### config.mk
export PLATFORM = sky130hd
export DESIGN_NAME = hsgd_cfg_regs
export DESIGN_NICKNAME = d
export VERILOG_FILES = /design/src/hdl/hsgd_pkg.sv /design/src/hdl/hsgd_cfg_regs.sv
export SDC_FILE = /design/constraint.sdc
export NUM_CORES = 1
export LEC_CHECK = 0
export BUFFER_PORTS_ARGS = -buffer_cell sky130_fd_sc_hd__buf_2
export CAP_MARGIN = 20
export CORE_ASPECT_RATIO = 0.8
export CORE_MARGIN = 2
export CORE_UTILIZATION = 48
export CTS_BUF_LIST = sky130_fd_sc_hd__clkbuf_2 sky130_fd_sc_hd__clkbuf_4 sky130_fd_sc_hd__clkbuf_8
export DETAILED_ROUTE_END_ITERATION = 8
export PLACE_DENSITY = 0.78
export SLEW_MARGIN = 20
export SYNTH_ARGS = -nofsm -noshare
export SYNTH_HDL_FRONTEND = slang
export SYNTH_SLANG_ARGS = --single-unit
### constraint.sdc
create_clock -name clk_i -period 0.8 [get_ports clk_i]
set_input_delay 0.2 -clock clk_i [delete_from_list [all_inputs] [get_ports clk_i]]
set_output_delay 0.2 -clock clk_i [all_outputs]
set_load 0.05 [all_outputs]
### src/hdl/hsgd_pkg.sv
package hsgd_pkg;

  localparam int unsigned HistoryDepthDefault = 64;
  localparam int unsigned CoordBitsDefault    = 16;
  localparam int unsigned WindowStepDefault   = 100;

  localparam int unsigned CfgIdxBits  = 3;
  localparam int unsigned CfgDataBits = 16;

  // register indexes
  localparam logic [CfgIdxBits-1:0] RegMinSwipe   = 3'd0;
  localparam logic [CfgIdxBits-1:0] RegMaxHeight  = 3'd1;
  localparam logic [CfgIdxBits-1:0] RegMaxDev     = 3'd2;
  localparam logic [CfgIdxBits-1:0] RegBackStep   = 3'd3;
  localparam logic [CfgIdxBits-1:0] RegStillTol   = 3'd4;
  localparam logic [CfgIdxBits-1:0] RegHoldOff    = 3'd5;
  localparam logic [CfgIdxBits-1:0] RegWinLongest = 3'd6;
  localparam logic [CfgIdxBits-1:0] RegWinShort   = 3'd7;

  // gesture codes
  localparam logic [1:0] GestNone  = 2'd0;
  localparam logic [1:0] GestLeft  = 2'd1;
  localparam logic [1:0] GestRight = 2'd2;

  typedef struct packed {
    logic [14:0] min_swipe_length;
    logic [14:0] max_height_change;
    logic [14:0] max_dev_from_mean;
    logic [14:0] back_step_tolerance;
    logic [14:0] still_tolerance;
    logic [15:0] hold_off_ms;
    logic [15:0] window_longest_ms;
    logic [15:0] window_shortest_ms;
  } cfg_t;

endpackage

### src/hdl/hsgd_cfg_regs.sv
module hsgd_cfg_regs (
  input  logic                              clk_i,
  input  logic                              rst_ni,
  input  logic                              cfg_we_i,
  input  logic [hsgd_pkg::CfgIdxBits-1:0]   cfg_idx_i,
  input  logic [hsgd_pkg::CfgDataBits-1:0]  cfg_data_i,
  output hsgd_pkg::cfg_t                    cfg_o
);
  import hsgd_pkg::*;

  cfg_t cfg_q;

  // register file with reset values
  always_ff @(posedge clk_i or negedge rst_ni) begin
    if (!rst_ni) begin
      cfg_q.min_swipe_length    <= 15'd2048;
      cfg_q.max_height_change   <= 15'd1024;
      cfg_q.max_dev_from_mean   <= 15'd819;
      cfg_q.back_step_tolerance <= 15'd123;
      cfg_q.still_tolerance     <= 15'd205;
      cfg_q.hold_off_ms         <= 16'd1500;
      cfg_q.window_longest_ms   <= 16'd1000;
      cfg_q.window_shortest_ms  <= 16'd500;
    end else if (cfg_we_i) begin
      unique case (cfg_idx_i)
        RegMinSwipe:   cfg_q.min_swipe_length    <= cfg_data_i[14:0];
        RegMaxHeight:  cfg_q.max_height_change   <= cfg_data_i[14:0];
        RegMaxDev:     cfg_q.max_dev_from_mean   <= cfg_data_i[14:0];
        RegBackStep:   cfg_q.back_step_tolerance <= cfg_data_i[14:0];
        RegStillTol:   cfg_q.still_tolerance     <= cfg_data_i[14:0];
        RegHoldOff:    cfg_q.hold_off_ms         <= cfg_data_i;
        RegWinLongest: cfg_q.window_longest_ms   <= cfg_data_i;
        RegWinShort:   cfg_q.window_shortest_ms  <= cfg_data_i;
        default: ;
      endcase
    end
  end

  assign cfg_o = cfg_q;
endmodule

==> reports/qor.yml <==
synth_fp_nets: 291
r2r_setup_slack_ns: -0.25
num-nets-final: 541
critical_path.cell_chain: "buf_8"
area.growth.synth_to_final_pct: 76.4
hold_violations: 0
clk_pin_slew_ns: 0.08
ys_ff_latch: 123
globalplace.congestion: 0.775
cap_violations: 0
r2r_start: "cfg_o[121]$_DFFE_PN0P_"
path_class: "flop to output port"
grt_max_degree: 30
cp_max_fo: 2
setup_slack_ns: -0.564
cp_top_family: "flip-flops"
hold_path_end: "cfg_o[47]$_DFFE_PN0P_"
hpwl_mm: 7.99
synth_cell_type_count: 14
min_path_type: "input pin to flop"
fin_crit_ns: 1.36
netlist_instances: 269
ys_warn_count: 0
finalClockSkew_ns: 0
grt.overflow.total: 0
relSlewSlack_pct: 84.1
grt_pass1_vias: 3766
p_total_w: 0.0285
end_kind: "output port"
regArea_um2: 3160
port_buffers: 144
fin_area_um2: 8610
coreArea_um2: 9770
drt_iter0_markers: 186
clk_latency_ns: 0.43
critPathSlowestCell: "dfstp_2"
drive_above_1_share_pct: 88.3
outcome: "complete, but fails checks"
drv_slew: 0
period_share_pct: 170
multi_input_area_um2: 1900
yosysSeqAreaShare_pct: 64.0
fillers: 429
tightest_slew_ns: 0.239
grt_pass1_wl_mm: 22.1
drt-pass1-iter-count: 5
critPathRequiredTime_ns: 0.60
cts_tree: "done"
cts_buffers: 17
avgViaCountPerCell: 5.19
dieArea_um2: 11000
startpoint_type: "flop"
detail-route-antenna-nets: 0
place_area_um2: 6130
syn_area_per_cell_um2: 18.1
fmax_mhz: 733
die_h_um: 94.2
htreeDepth: 4
drc: 0
gr-usage-all-layers_pct: 27.9
setup-violations-final: 240
max_stage_delay_ns: 0.57
power.leakage_nw: 4.11
ir_drop_mv: 3.12
drt-total-wl_mm: 16.5
largest_reg_flops: 123
io_pins: 145
rr_worst_depth: 3
num_vias: 3467
die_x_um: 117
grt_antenna_before_repair: 0
cts_num_sinks: 123
hp-start: "cfg_data_i[15]"
hold_depth: 2
rsz0062_at_grt: "yes"
worstReg2RegEnd: "cfg_o[121]$_DFFE_PN0P_"
cts_max_path_buffers: 2
rows: 32
post_drt_wl_per_cell_um: 24.8
crit_buf_inv: 1
violations: "negative setup slack"
n_antenna_cell: 0
root_buffer: "clkbuf_8"
cp.arrival_ns: 1.16
synth_area_um2: 4880
initial_core_util_pct: 50.0
powerDensity_nw_per_um2: 3310
==> through the flow <==
| step | hold WS (ns) | util [%] | setup TNS [ns] | setup WS, ns | std cells |
|---|---|---|---|---|---|
| 2_1_floorplan | -0.0956 | - | -44.87 | -0.580 | 269 |
| 3_3_place_gp | 0.0850 | 62.7 | -68.04 | -0.565 | 559 |
| 3_5_place_dp | 0.0812 | 62.7 | -71.04 | -0.616 | 559 |
| 4_1_cts | 0.0154 | 83.3 | -63.43 | -0.582 | 641 |
| 5_1_grt | 0.0234 | 88.1 | -70.26 | -0.598 | 668 |
| 6_report | 0.0485 | 88.1 | -66.24 | -0.564 | 668 |
==> cell usage in the layout (no fill, tap or decap), drive strengths merged <==
cell / count
and4bb: 3
nand4: 1
clkinvlp: 3
mux2: 123
nor4b: 1
dlygate4sd3: 1
clkinv: 4
buf: 243
dfstp: 38
clkbuf: 23
nand4b: 3
dfrtp: 85
bufinv: 4
==> worst max-delay path by stage <==
stage                                     start                      to  slack, ns  cells past startpoint
final                     cfg_o[36]$_DFFE_PN1P_               cfg_o[36]      -0.56                      1
after CTS                 cfg_o[51]$_DFFE_PN1P_               cfg_o[51]      -0.58                      1
after global placement             cfg_idx_i[0]   cfg_o[30]$_DFFE_PN0P_      -0.56                      4
after floorplan                    cfg_idx_i[1]  cfg_o[113]$_DFFE_PN0P_      -0.58                      4
after global routing      cfg_o[39]$_DFFE_PN1P_               cfg_o[39]      -0.60                      1
after detailed placement           cfg_idx_i[0]   cfg_o[20]$_DFFE_PN0P_      -0.62                      4
==> logic make-up after synthesis <==
family,after synthesis,synth area share (%)
buf+inv,15,2.79
mux,123,30.4
simple gates,8,2.79
flops,123,64.0
==> cells in the mapped netlist <==
| library cell | number | area share [%] |
|---|---|---|
| mux2_4 | 26 | 8.0 |
| mux2_2 | 83 | 19 |
| dfrtp_1 | 85 | 44 |
| nand4b_4 | 2 | 0.97 |
| nand4_2 | 1 | 0.26 |
| buf_8 | 1 | 0.31 |
| and4bb_1 | 3 | 0.77 |
| buf_4 | 3 | 0.46 |
| buf_6 | 7 | 1.6 |
| dfstp_2 | 38 | 20 |
| nand4b_2 | 1 | 0.31 |
| nor4b_4 | 1 | 0.49 |
| mux2_1 | 14 | 3.2 |
| buf_2 | 4 | 0.41 |
==> where the power goes <==
group | switching, W | leakage, nW | internal, W
clock network | 0.00257 | 0.221 | 0.00367
registers | 0.00139 | 1.39 | 0.00798
logic | 0.00692 | 2.50 | 0.00594
==> repair_timing <==
action                     in CTS  in global routing
hold endpoints to repair       90                  0
pin swaps                       3                  6
buffers inserted               47                 50
setup endpoints to repair     236                215
gates resized for setup       340                 81
cloned                          4                  2
hold buffers                    1                  0
==> layer usage <==
metal / up-vias / global-route usage, % / routed length (um)
li1: 1461 / - / -
met2: 167 / 46.7 / 8800
met5: - / 0 / 0
met1: 1806 / 34.0 / 6150
met3: 33 / 8.77 / 1110
met4: 0 / 10.1 / 478
==> area by class of cell <==
type                    instances  share of cell area, %
flip-flops and latches        123                   36.7
repair buffers                246                   34.1
multi-input cells             131                   22.1
clock buffers                  21                   3.28
well taps                     136                   1.98
clock inverters                11                   1.93
Power figures use the tool's default switching activity.
